===== src/hw/rtl/rcv_pkg.sv =====
package rcv_pkg;

    localparam int PIX_W      = 8;
    localparam int RGB_W      = 3 * PIX_W;
    localparam int CFG_IDX_W  = 2;
    localparam int CFG_DATA_W = 16;
    localparam int FWIDTH_W   = 12;
    localparam int FHEIGHT_W  = 16;

    // per channel arithmetic widths
    localparam int SUM_W      = 12;  // sum of nine bytes
    localparam int CROSS_W    = 10;  // sum of four bytes
    localparam int PRE_W      = 13;  // signed result before clamping
    localparam int RECIP_W    = 13;
    localparam int PROD_W     = SUM_W + RECIP_W;
    localparam int BLUR_SHIFT = 16;

    // floor(x / 9) == (x * 7282) >> 16 for every x below 32768
    localparam logic [RECIP_W-1:0] BLUR_RECIP = 13'd7282;

    // register indexes of the configuration port
    localparam logic [CFG_IDX_W-1:0] CFG_KERNEL_MODE  = 2'd0;
    localparam logic [CFG_IDX_W-1:0] CFG_FRAME_WIDTH  = 2'd1;
    localparam logic [CFG_IDX_W-1:0] CFG_FRAME_HEIGHT = 2'd2;

    localparam logic [FWIDTH_W-1:0]  FRAME_WIDTH_RST  = 12'd640;
    localparam logic [FHEIGHT_W-1:0] FRAME_HEIGHT_RST = 16'd480;

    typedef enum logic [1:0] {
        KM_SHARPEN = 2'd0,
        KM_BLUR    = 2'd1,
        KM_EDGE    = 2'd2
    } t_kernel_mode;

    typedef struct packed {
        logic [PIX_W-1:0] red_in;
        logic [PIX_W-1:0] green_in;
        logic [PIX_W-1:0] blue_in;
        logic             frame_start;
    } t_in_beat;

    typedef struct packed {
        logic [PIX_W-1:0] red_out;
        logic [PIX_W-1:0] green_out;
        logic [PIX_W-1:0] blue_out;
        logic             frame_last;
    } t_out_beat;

endpackage


===== src/hw/rtl/rcv_filter.sv =====
module rcv_filter
    import rcv_pkg::*;
(
    input  logic               i_clk,
    input  logic [1:0]         i_kernel_mode,
    input  logic [SUM_W-1:0]   i_sum,
    input  logic [CROSS_W-1:0] i_cross,
    input  logic [PIX_W-1:0]   i_center,
    output logic [PIX_W-1:0]   o_pix
);

    logic [PRE_W-1:0]  c5;
    logic [PRE_W-1:0]  c9;
    logic [PROD_W-1:0] prod;
    logic [PRE_W-1:0]  n_pre;
    logic [PRE_W-1:0]  r_pre;

    always_comb begin
        c5   = PRE_W'({i_center, 2'b00}) + PRE_W'(i_center);
        c9   = PRE_W'({i_center, 3'b000}) + PRE_W'(i_center);
        prod = PROD_W'(i_sum) * PROD_W'(BLUR_RECIP);
        case (t_kernel_mode'(i_kernel_mode))
            KM_BLUR: begin
                n_pre = PRE_W'(prod[PROD_W-1:BLUR_SHIFT]);
            end
            KM_EDGE: begin
                n_pre = c9 - PRE_W'(i_sum);
            end
            default: begin
                n_pre = c5 - PRE_W'(i_cross);
            end
        endcase
    end

    always_ff @(posedge i_clk) begin
        r_pre <= n_pre;
    end

    // two's complement clamp to 0..255
    always_comb begin
        if (r_pre[PRE_W-1]) begin
            o_pix = '0;
        end else if (r_pre[PRE_W-2:PIX_W] != '0) begin
            o_pix = '1;
        end else begin
            o_pix = r_pre[PIX_W-1:0];
        end
    end

endmodule


===== config.mk =====
export PLATFORM = sky130hd
export DESIGN_NAME = rcv_filter
export DESIGN_NICKNAME = d
export VERILOG_FILES = /design/src/hw/rtl/rcv_pkg.sv /design/src/hw/rtl/rcv_filter.sv
export SDC_FILE = /design/constraint.sdc
export NUM_CORES = 1
export LEC_CHECK = 0
export ABC_CLOCK_PERIOD_IN_PS = 7700
export CAP_MARGIN = 20
export CELL_PAD_IN_SITES_DETAIL_PLACEMENT = 0
export CELL_PAD_IN_SITES_GLOBAL_PLACEMENT = 1
export CORE_AREA = 2 2 80 112
export CTS_CLUSTER_DIAMETER = 60
export DETAILED_ROUTE_END_ITERATION = 7
export DIE_AREA = 0 0 82 114
export DONT_BUFFER_PORTS = 1
export PLACE_DENSITY_LB_ADDON = 0.1
export SLEW_MARGIN = 30
export SYNTH_ARGS = -nofsm -noshare
export SYNTH_HDL_FRONTEND = slang
export SYNTH_SLANG_ARGS = --single-unit

===== constraint.sdc =====
create_clock -name i_clk -period 7.7 [get_ports i_clk]
set_input_delay 0.385 -clock i_clk [delete_from_list [all_inputs] [get_ports i_clk]]
set_output_delay 0.385 -clock i_clk [all_outputs]
set_load 0.05 [all_outputs]

==> impl_results.md, run 1 <==
* Result of the run: finished clean
* RSZ-0062 raised after global routing: false
* Most flops, register: r_pre
* Worst-path maximum fanout at 5
* Placeable Area at about 8400 sq um
* CTS root buf: clkbuf_16
* Max Slew Vio Count at 0
* Fill cells at ~840
* H-tree depth at 1
* Global-route wire length before repair at 16.9 mm
* Mapped cell area at roughly 4200 sq um
* PwrDens at 293 nW/um^2
* Synthesized area per cell at 8.76 sq um
* Die width at 82 um
* Die area at between 9000 and 10000 sq um
* Critical path required time at 7860 ps
* Fin nets at about 660
* Hold buffers post-CTS at 0
* Setup violators final at 0
* Gr usage total at 24.0%
* Remaining antenna violation count after routing at 0
* Clock Sinks at 13
* PostCTS Resize Cnt at 0
* Final Hold Fails at 0
* Setup TNS at 0 ps
* HP Class: input port to register
* Async set-reset flop share out of synthesis at 0%
* Largest net degree at the start of global routing at 22
* Max Cap Viol at 0
* CTS Buf Count at 3
* Leak at roughly 2.3 nW
* Standard-cell rows at 40
* Starting DRT DRC Count at ~140
* Fmax at 223 MHz
* Ant diodes at 0
* CP startpoint kind: input port
* Area grow syn2layout at 3.51%
* Vias in the first global route at about 3500
* Syn Nets at 664
* Hpwl dp at 9.25 mm
* Biggest registers after layout: r_pre x13
* RD Place Congestion at 0.845
* # DRC at 0
* Gate Count Post-Synth at between 400 and 500
* Max FFs per register at 13
* Worst-Margin Slew at 884 ps
* Commonest non-fill, non-tap cell in the layout: ha_1
* CP Class: input port to register
* Footprint of the multi-input gates at between 3000 and 4000 sq um
* PnR worst setup slack at roughly 3200 ps
* Wire per inst at 17.5 um
* Most frequent cells in the layout: 104 x ha_1, 101 x inv_1, 42 x fa_1
* Crit end category: register
* Starting Density at approximately 51%
* I/O Buffers at 0
* Final WL at 10.2 mm
* Final period util at about 58%
* Rel. slew slack at between 40% and 50%
* CTS tree: built
* Max VDD drop at about 0.15 mV
* Yosys warns at 0
* Seq/Total Area, Yosys at about 6.1%
* DR pass1 iterations at 4
* Top_reg_cell synth: dfxtp_1
* Min Tclk post-route at 4480 ps
* Routed via count at 3259
* Clock-pin slew on the worst setup and hold paths at roughly 40 ps
* Initial antenna violation count at 0
* Dpl cell area at 4320 sq um
* Setup slack at placement at 2980 ps
* Post-synth EDFFs at 0
* IO Pins at roughly 40
* Die Ht at 114 um
* Distinct cell type count after synthesis at 61
* CP arrival at between 4000 and 5000 ps
* Clk buf depth at 2
* Vias per cell at ~5.6
* Layout cells sized above 1 at between 3 and 4%
* Yosys reg bits at 13
* Total setup buffers inserted after CTS at 0
* Gr ovfl total at 0
* Reg area at 260 sq um
* Finished Cell Area at about 4400 sq um
cell families after synthesis:
family                   share of synthesized area, %
adder cells (fa/ha/maj)                          50.4
buffers and inverters                            10.4
AO/OA/AOI/OAI                                    17.1
AND/OR/NAND/NOR                                  10.3
XOR/XNOR                                         4.33
flip-flops                                       6.13
multiplexers                                     1.33
per-stage QoR:
step | power [mW] | util, % | hold WS (ps) | instances
after floorplan | 0.986 | - | 661 | 485
after global placement | 1.19 | 51.4 | 816 | 582
after detailed placement | 1.19 | 51.4 | 809 | 582
after CTS | 1.30 | 52.3 | 567 | 586
after global routing | 1.44 | 52.3 | 567 | 586
final | 1.29 | 52.3 | 568 | 586
Yosys cell counts (all sizes together), types with 2 or more instances:
cell      n  share of area [%]
a221oi    2               0.56
mux2      2               0.62
ha      104                 31
a21oi    27                3.2
xor2      6                1.2
o311ai    4                1.0
o21ai    14                1.6
a21o     11                2.0
o21bai    5               0.88
a2111o    3               0.80
and3      2               0.32
o221ai    6                1.2
fa       42                 20
nand2    23                2.0
nor3b     3               0.53
nor3      5               0.59
o22ai     2               0.29
nand3     7               0.82
inv     101                8.9
o21a      3               0.53
xnor2    15                3.1
o31ai     3               0.77
mux2i     3               0.71
clkbuf    5               0.91
nor2     33                2.9
nor2b     2               0.29
nand2b    6               0.88
buf       3               0.53
or3       3               0.47
dfxtp    13                6.1
o211ai    3               0.65
a211oi    6                1.2
nand4     3               0.44
layout make-up:
cell class	instances	area share, %
multi-input cells	363	80.7
flip-flops and latches	13	5.92
clock buffers	4	1.79
inverters	101	8.62
well taps	105	2.99
metal layers:
metal | track usage [%] | share of wire, % | routed length, um
met1 | 25.8 | 38 | 3850
met2 | 47.2 | 56 | 5740
met3 | 1.90 | 2.7 | 279
met4 | 7.78 | 3.7 | 376
met5 | 0 | 0 | 0
final timing paths:
check	depth (start not counted)	endpoint	from	slack [ps]
setup / recovery	16	r_pre[8]	i_sum[7]	3220
hold / removal	3	r_pre[10]	i_center[7]	570
critical path: stages:
cell and delay (ps):
fa_1 480, ha_1 320, inv_1 70, fa_1 530, inv_1 50, fa_1 510
inv_1 60, fa_1 530, inv_1 40, ha_1 310, a21o_2 230, a311o_1 370
o211ai_2 100, nand3_1 170, mux2_4 340, a22oi_2 150
where the power goes:
part / leakage (nW) / switching (mW) / internal [mW]
clock: 0.0382 / 0.0264 / 0.0696
sequential: 0.109 / 0.0116 / 0.0932
combinational: 2.17 / 0.653 / 0.434
Power figures use the tool's default switching activity.
==> run 2, diff against run 1 <==
--- a/config.mk
+++ b/config.mk
@@ -5,14 +5,14 @@
 export SDC_FILE = /design/constraint.sdc
 export NUM_CORES = 1
 export LEC_CHECK = 0
-export ABC_CLOCK_PERIOD_IN_PS = 7700
+export ABC_CLOCK_PERIOD_IN_PS = 4400
 export CAP_MARGIN = 20
 export CELL_PAD_IN_SITES_DETAIL_PLACEMENT = 0
 export CELL_PAD_IN_SITES_GLOBAL_PLACEMENT = 1
-export CORE_AREA = 2 2 80 112
+export CORE_AREA = 2 2 81 113
 export CTS_CLUSTER_DIAMETER = 60
 export DETAILED_ROUTE_END_ITERATION = 7
-export DIE_AREA = 0 0 82 114
+export DIE_AREA = 0 0 83 115
 export DONT_BUFFER_PORTS = 1
 export PLACE_DENSITY_LB_ADDON = 0.1
 export SLEW_MARGIN = 30
==> constraint.sdc (replaced) <==
create_clock -name i_clk -period 4.4 [get_ports i_clk]
set_input_delay 0.22 -clock i_clk [delete_from_list [all_inputs] [get_ports i_clk]]
set_output_delay 0.22 -clock i_clk [all_outputs]
set_load 0.05 [all_outputs]
==> run 2 against run 1 <==
Global-route usage is 0.59 points lower. Critical path depth unchanged. Cell area grew 1.9%. Sequential power is 71% higher. Combinational power rose by 83%. Die area is 2.1% higher. Clock-buffer cell count is the same. Non-clock buffer count rose by 9. First-iteration DRC count up 27%.
==> impl_results.md, run 2 (same netlist as run 1, synthesis figures left out) <==
* Setup TNS at 0 ps (unchanged)
* Biggest registers after layout: r_pre x13
* Rel. slew slack at 39.4% (-1.5 points)
* Setup violators final at 0 (unchanged)
* Max FFs per register at 13 (unchanged)
* Design Power at 2.35 mW (+82%)
* CP Class: input port to register
* Total setup buffers inserted after CTS at 0 (unchanged)
* PwrDens at 523 nW/um^2 (+79%)
* PnR worst setup slack at 173 ps (-3040 ps)
* Commonest non-fill, non-tap cell in the layout: ha_1
* CTS root buf: clkbuf_16
* Reg area at 260 sq um (unchanged)
* Fill cells at 866 (+2.6%)
* Leak at 2.37 nW (+2.1%)
* Die Ht at 115 um (+0.88%)
* Placeable Area at 8560 sq um (+1.8%)
* Most flops, register: r_pre
* I/O Buffers at 0 (unchanged)
* Max Slew Vio Count at 0 (unchanged)
* PostCTS Resize Cnt at 0 (unchanged)
* Die area at 9550 sq um (+2.1%)
* Max VDD drop at 0.352 mV (+130%)
* Global-route wire length before repair at 17.6 mm (+4.0%)
* CP arrival at 4380 ps (-260 ps)
* Largest net degree at the start of global routing at 22 (unchanged)
* Crit end category: register
* Area grow syn2layout at 5.51%
* RD Place Congestion at 0.841 (-0.53%)
* H-tree depth at 1 (unchanged)
* Starting Density at 49.6% (-0.89 points)
* HP Class: input port to register
* Worst stage delay on the critical path at 540 ps (about the same)
* Gr usage total at 23.4% (-0.59 points)
* Gr ovfl total at 0 (unchanged)
* Final Hold Fails at 0 (unchanged)
* Routed via count at 3299 (+1.2%)
* Final period util at 96.1%
* Slowest CP cell: fa_1
* Ordered cell list for the critical path: fa_1 -> ha_1 -> inv_1 -> fa_1 -> inv_1 -> fa_1 -> inv_1 -> fa_1 -> inv_1 -> ha_4 -> a21o_2 -> a311o_1 -> o211ai_2 -> a21oi_1 -> a2111o_1 -> o221ai_1
* Critical path required time at 4550 ps (-3310 ps)
* Result of the run: finished clean
* Final WL at 10.3 mm (+0.92%)
* Starting DRT DRC Count at 182 (+27%)
* Clk buf depth at 2 (unchanged)
* Initial antenna violation count at 0 (unchanged)
* Footprint of the multi-input gates at 3560 sq um (+0.49%)
* Standard-cell rows at 40 (unchanged)
* Layout Utilization at 52.4% (+0.077 points)
* Ant diodes at 0 (unchanged)
* Min Tclk post-route at roughly 4200 ps
* Die width at 83 um (+1.2%)
* Fmax at 237 MHz
* Wire per inst at 17.4 um (-0.61%)
* RSZ-0062 raised after global routing: false
* Vias per cell at 5.54 (-0.30%)
* Worst-Margin Slew at 905 ps (+21.7 ps)
* Setup slack at placement at -142 ps (-3120 ps)
* Most frequent cells in the layout: 103 x ha_1, 101 x inv_1, 42 x fa_1
* Worst-path maximum fanout at 3 (-2)
* CTS Buf Count at 3 (unchanged)
* DR pass1 iterations at 4 (unchanged)
* Hpwl dp at 9.46 mm (+2.3%)
* Fin nets at 670 (+1.4%)
* Clock Sinks at 13 (unchanged)
* IO Pins at 41 (unchanged)
* CTS tree: built
* Layout cells sized above 1 at 6.12% (+2.2 points)
* CP startpoint kind: input port
* Max Cap Viol at 0 (unchanged)
* Dpl cells at 591 (+1.5%)
* Layout Cells excl Fill at 595 (+1.5%)
* Hold buffers post-CTS at 0 (unchanged)
* Vias in the first global route at 3643 (+3.8%)
* Remaining antenna violation count after routing at 0 (unchanged)
* # DRC at 0 (unchanged)
* Clock-pin slew on the worst setup and hold paths at 40 ps (about the same)
run 2: cell count changes in the layout (fill, tap and decap cells not counted), sizes merged:
cell and change:
buf +9
run 2: per-layer routing:
layer	up-vias	GRT usage, %	routed length, um
met4	0	6.89	337
met1	1578	25.0	3890
li1	1654	-	-
met5	-	0	0
met2	51	48.4	5910
met3	16	1.44	207
run 2: layout make-up:
cell class	count	share of cell area, %
Multi-Input combinational cell	363	79.5
Inverter	101	8.46
Sequential cell	13	5.81
Tap cell	105	2.93
Clock buffer	4	1.76
Timing Repair Buffer	9	1.51
run 2: metrics by stage:
step	hold slack, ps	cell area [sq um]
final	357	4480
after global placement	620	4390
after CTS	370	4460
after detailed placement	610	4390
after global routing	378	4480
after floorplan	496	4250
run 2: worst paths after layout:
check,start,endpoint,cells after the start
worst min-delay path,i_sum[0],r_pre[0],2
worst max-delay path,i_sum[1],r_pre[6],16
run 2: report_power, final:
group	internal (mW)	switching, mW	total, mW	leakage [nW]
clock	0.122	0.0450	0.167	0.0382
combinational	0.824	1.17	2.00	2.22
sequential	0.163	0.0169	0.180	0.109
total	1.11	1.24	2.35	2.37
run 2: worst max-delay path, delay by kind of cell:
family | cells | cell delay (ps)
AOI/OAI and AO/OA | 6 | 1330
adders and majority gates | 6 | 2590
buffers and inverters | 4 | 250
==> run 3, diff against run 2 <==
--- a/config.mk
+++ b/config.mk
@@ -5,14 +5,14 @@
 export SDC_FILE = /design/constraint.sdc
 export NUM_CORES = 1
 export LEC_CHECK = 0
-export ABC_CLOCK_PERIOD_IN_PS = 4400
+export ABC_CLOCK_PERIOD_IN_PS = 3610
 export CAP_MARGIN = 20
 export CELL_PAD_IN_SITES_DETAIL_PLACEMENT = 0
 export CELL_PAD_IN_SITES_GLOBAL_PLACEMENT = 1
-export CORE_AREA = 2 2 81 113
+export CORE_AREA = 2 2 85 119
 export CTS_CLUSTER_DIAMETER = 60
 export DETAILED_ROUTE_END_ITERATION = 7
-export DIE_AREA = 0 0 83 115
+export DIE_AREA = 0 0 87 121
 export DONT_BUFFER_PORTS = 1
 export PLACE_DENSITY_LB_ADDON = 0.1
 export SLEW_MARGIN = 30
==> constraint.sdc (replaced) <==
create_clock -name i_clk -period 3.61 [get_ports i_clk]
set_input_delay 0.1805 -clock i_clk [delete_from_list [all_inputs] [get_ports i_clk]]
set_output_delay 0.1805 -clock i_clk [all_outputs]
set_load 0.05 [all_outputs]
==> run 3 against run 2 <==
The run now ends with setup timing left. Cell area increased by 19%. Sequential cell count unchanged. Routed wire length increased by 11%. Critical path depth increased by 1. First-iteration DRC count decreased by 32%. Combinational power increased by 90%. Sequential share of layout area decreased by 0.91 points. Via count increased by 7.0%. Clock-buffer cell count unchanged. Non-clock buffer count increased by 56.
==> impl_results.md, run 3 (same netlist as run 1, synthesis figures left out) <==
* Hold buffers post-CTS at 0 (unchanged)
* PwrDens at 797 nW/um^2 (+52%)
* Hpwl dp at 10.0 mm (+6.0%)
* Starting Density at 45.2% (-4.5 points)
* Gr usage total at 22.8% (-0.54 points)
* Placeable Area at 9410 sq um (+9.9%)
* Instance count on the critical path at 17 (+1)
* PnR worst setup slack at -363 ps (-536 ps)
* Final WL at 11.5 mm (+11%)
* CP dominant cell by count: fa_1
* Die Ht at 121 um (+5.2%)
* Biggest registers after layout: r_pre x13
* Worst-Margin Slew at 894 ps (-11.7 ps)
* Clock-pin slew on the worst setup and hold paths at 40 ps (about the same)
* Worst stage delay on the critical path at 520 ps (-20 ps)
* H-tree depth at 1 (unchanged)
* CTS Buf Count at 3 (unchanged)
* IO Pins at 41 (unchanged)
* CP endpoint: r_pre[6]
* Worst-path maximum fanout at 5 (+2)
* Ant diodes at 0 (unchanged)
* Final Hold Fails at 0 (unchanged)
* Die area at 10500 sq um (+10%)
* Setup violators final at 9 (+9)
* Max VDD drop at 0.408 mV (+16%)
* Dpl cells at 649 (+9.8%)
* Vias in the first global route at 3745 (+2.8%)
* Result of the run: finished with violations
* RSZ-0062 raised after global routing: true
* # DRC at 0 (unchanged)
* Fmax at 252 MHz
* CTS root buf: clkbuf_16
* CTS tree: built
* Layout Cells excl Fill at 656 (+10%)
* CP arrival at 4120 ps (-260 ps)
* Max Slew Vio Count at 0 (unchanged)
* Routed via count at 3529 (+7.0%)
* Clk buf depth at 2 (unchanged)
* Initial antenna violation count at 0 (unchanged)
* Finished Cell Area at 5310 sq um (+19%)
* Clock Sinks at 13 (unchanged)
* Remaining antenna violation count after routing at 0 (unchanged)
* Area grow syn2layout at 25.0%
* Fill cells at 895 (+3.3%)
* I/O Buffers at 0 (unchanged)
* Final period util at 110%
* Starting DRT DRC Count at 123 (-32%)
* CP Class: input port to register
* Most frequent cells in the layout: 89 x inv_1, 87 x ha_1, 62 x buf_4
* CP Launch Point: i_sum[9]
* Min Tclk post-route at between 3000 and 4000 ps
* Rel. slew slack at 40.2% (+0.78 points)
* Standard-cell rows at 42 (+5.0%)
* Violated checks: setup timing
* Wire per inst at 17.5 um (+0.91%)
* Slowest CP cell: fa_1
* Layout Utilization at 56.5% (+4.1 points)
* Layout cells sized above 1 at 26.2% (+20 points)
* CP startpoint kind: input port
* RD Place Congestion at 0.900 (+7.0%)
* HP Class: input port to register
* Critical path buffers and inverters at 5 (+1)
* Leak at 2.66 nW (+12%)
* Largest net degree at the start of global routing at 22 (unchanged)
* Die width at 87 um (+4.8%)
* Family with the most delay on the worst path: adder cells
* Ordered cell list for the critical path: fa_1 -> ha_4 -> inv_2 -> fa_1 -> inv_1 -> fa_1 -> inv_1 -> fa_1 -> inv_2 -> ha_4 -> nand2_4 -> nor2_4 -> o311ai_4 -> buf_4 -> a21oi_1 -> a2111o_1 -> o221ai_2
* Max Cap Viol at 0 (unchanged)
* Dpl cell area at 4830 sq um (+10%)
* Crit end category: register
* Commonest non-fill, non-tap cell in the layout: inv_1
* Most flops, register: r_pre
* Vias per cell at 5.38 (-3.0%)
* Global-route wire length before repair at 18.5 mm (+4.9%)
* Gr ovfl total at 0 (unchanged)
* Max FFs per register at 13 (unchanged)
* Design Power at 4.23 mW (+80%)
* Critical path required time at 3760 ps (-790 ps)
* Fin nets at 726 (+8.4%)
* DR pass1 iterations at 4 (unchanged)
==> run 3: metrics by stage <==
stage	setup TNS [ps]	setup WS, ps	hold WS, ps
after floorplan	-2440	-488	456
after CTS	-2820	-381	362
after global routing	-3360	-479	321
after global placement	-5160	-714	605
after detailed placement	-5340	-715	600
final	-2250	-363	318
==> run 3: routing by layer <==
| metal | GRT usage (%) | wire length, um |
|---|---|---|
| met1 | 24.5 | 4240 |
| met2 | 46.9 | 6840 |
| met3 | 0.952 | 163 |
| met4 | 5.18 | 261 |
| met5 | 0 | 0 |
==> run 3: how the worst min path moves through the flow <==
stage          startpoint  endpoint  slack (ps)  depth (start not counted)
3_5_place_dp     i_sum[0]  r_pre[0]         600                          2
6_report         i_sum[0]  r_pre[0]         320                          2
5_1_grt          i_sum[0]  r_pre[0]         320                          2
3_3_place_gp     i_sum[0]  r_pre[0]         600                          2
2_1_floorplan    i_sum[0]  r_pre[0]         460                          2
4_1_cts          i_sum[0]  r_pre[0]         360                          2
==> run 3: cell type report <==
cell class / count / area [sq um] / area share, %
Inverter: 101 / 383 / 7.21
Tap cell: 110 / 138 / 2.59
Clock buffer: 4 / 78.8 / 1.48
Timing Repair Buffer: 65 / 499 / 9.40
Sequential cell: 13 / 260 / 4.90
Multi-Input combinational cell: 363 / 3950 / 74.4
==> run 3: where the power goes <==
| group | internal, mW | switching, mW |
|---|---|---|
| sequential | 0.199 | 0.0191 |
| combinational | 1.84 | 1.97 |
| clock | 0.148 | 0.0551 |
| total | 2.19 | 2.05 |
==> run 3: what timing repair did <==
item | CTS | global route
gates resized for setup | 13 | 51
buffers inserted | 2 | 2
endpoints found under the setup margin | 9 | 9
gates cloned | 0 | 0
pin swaps | 13 | 28
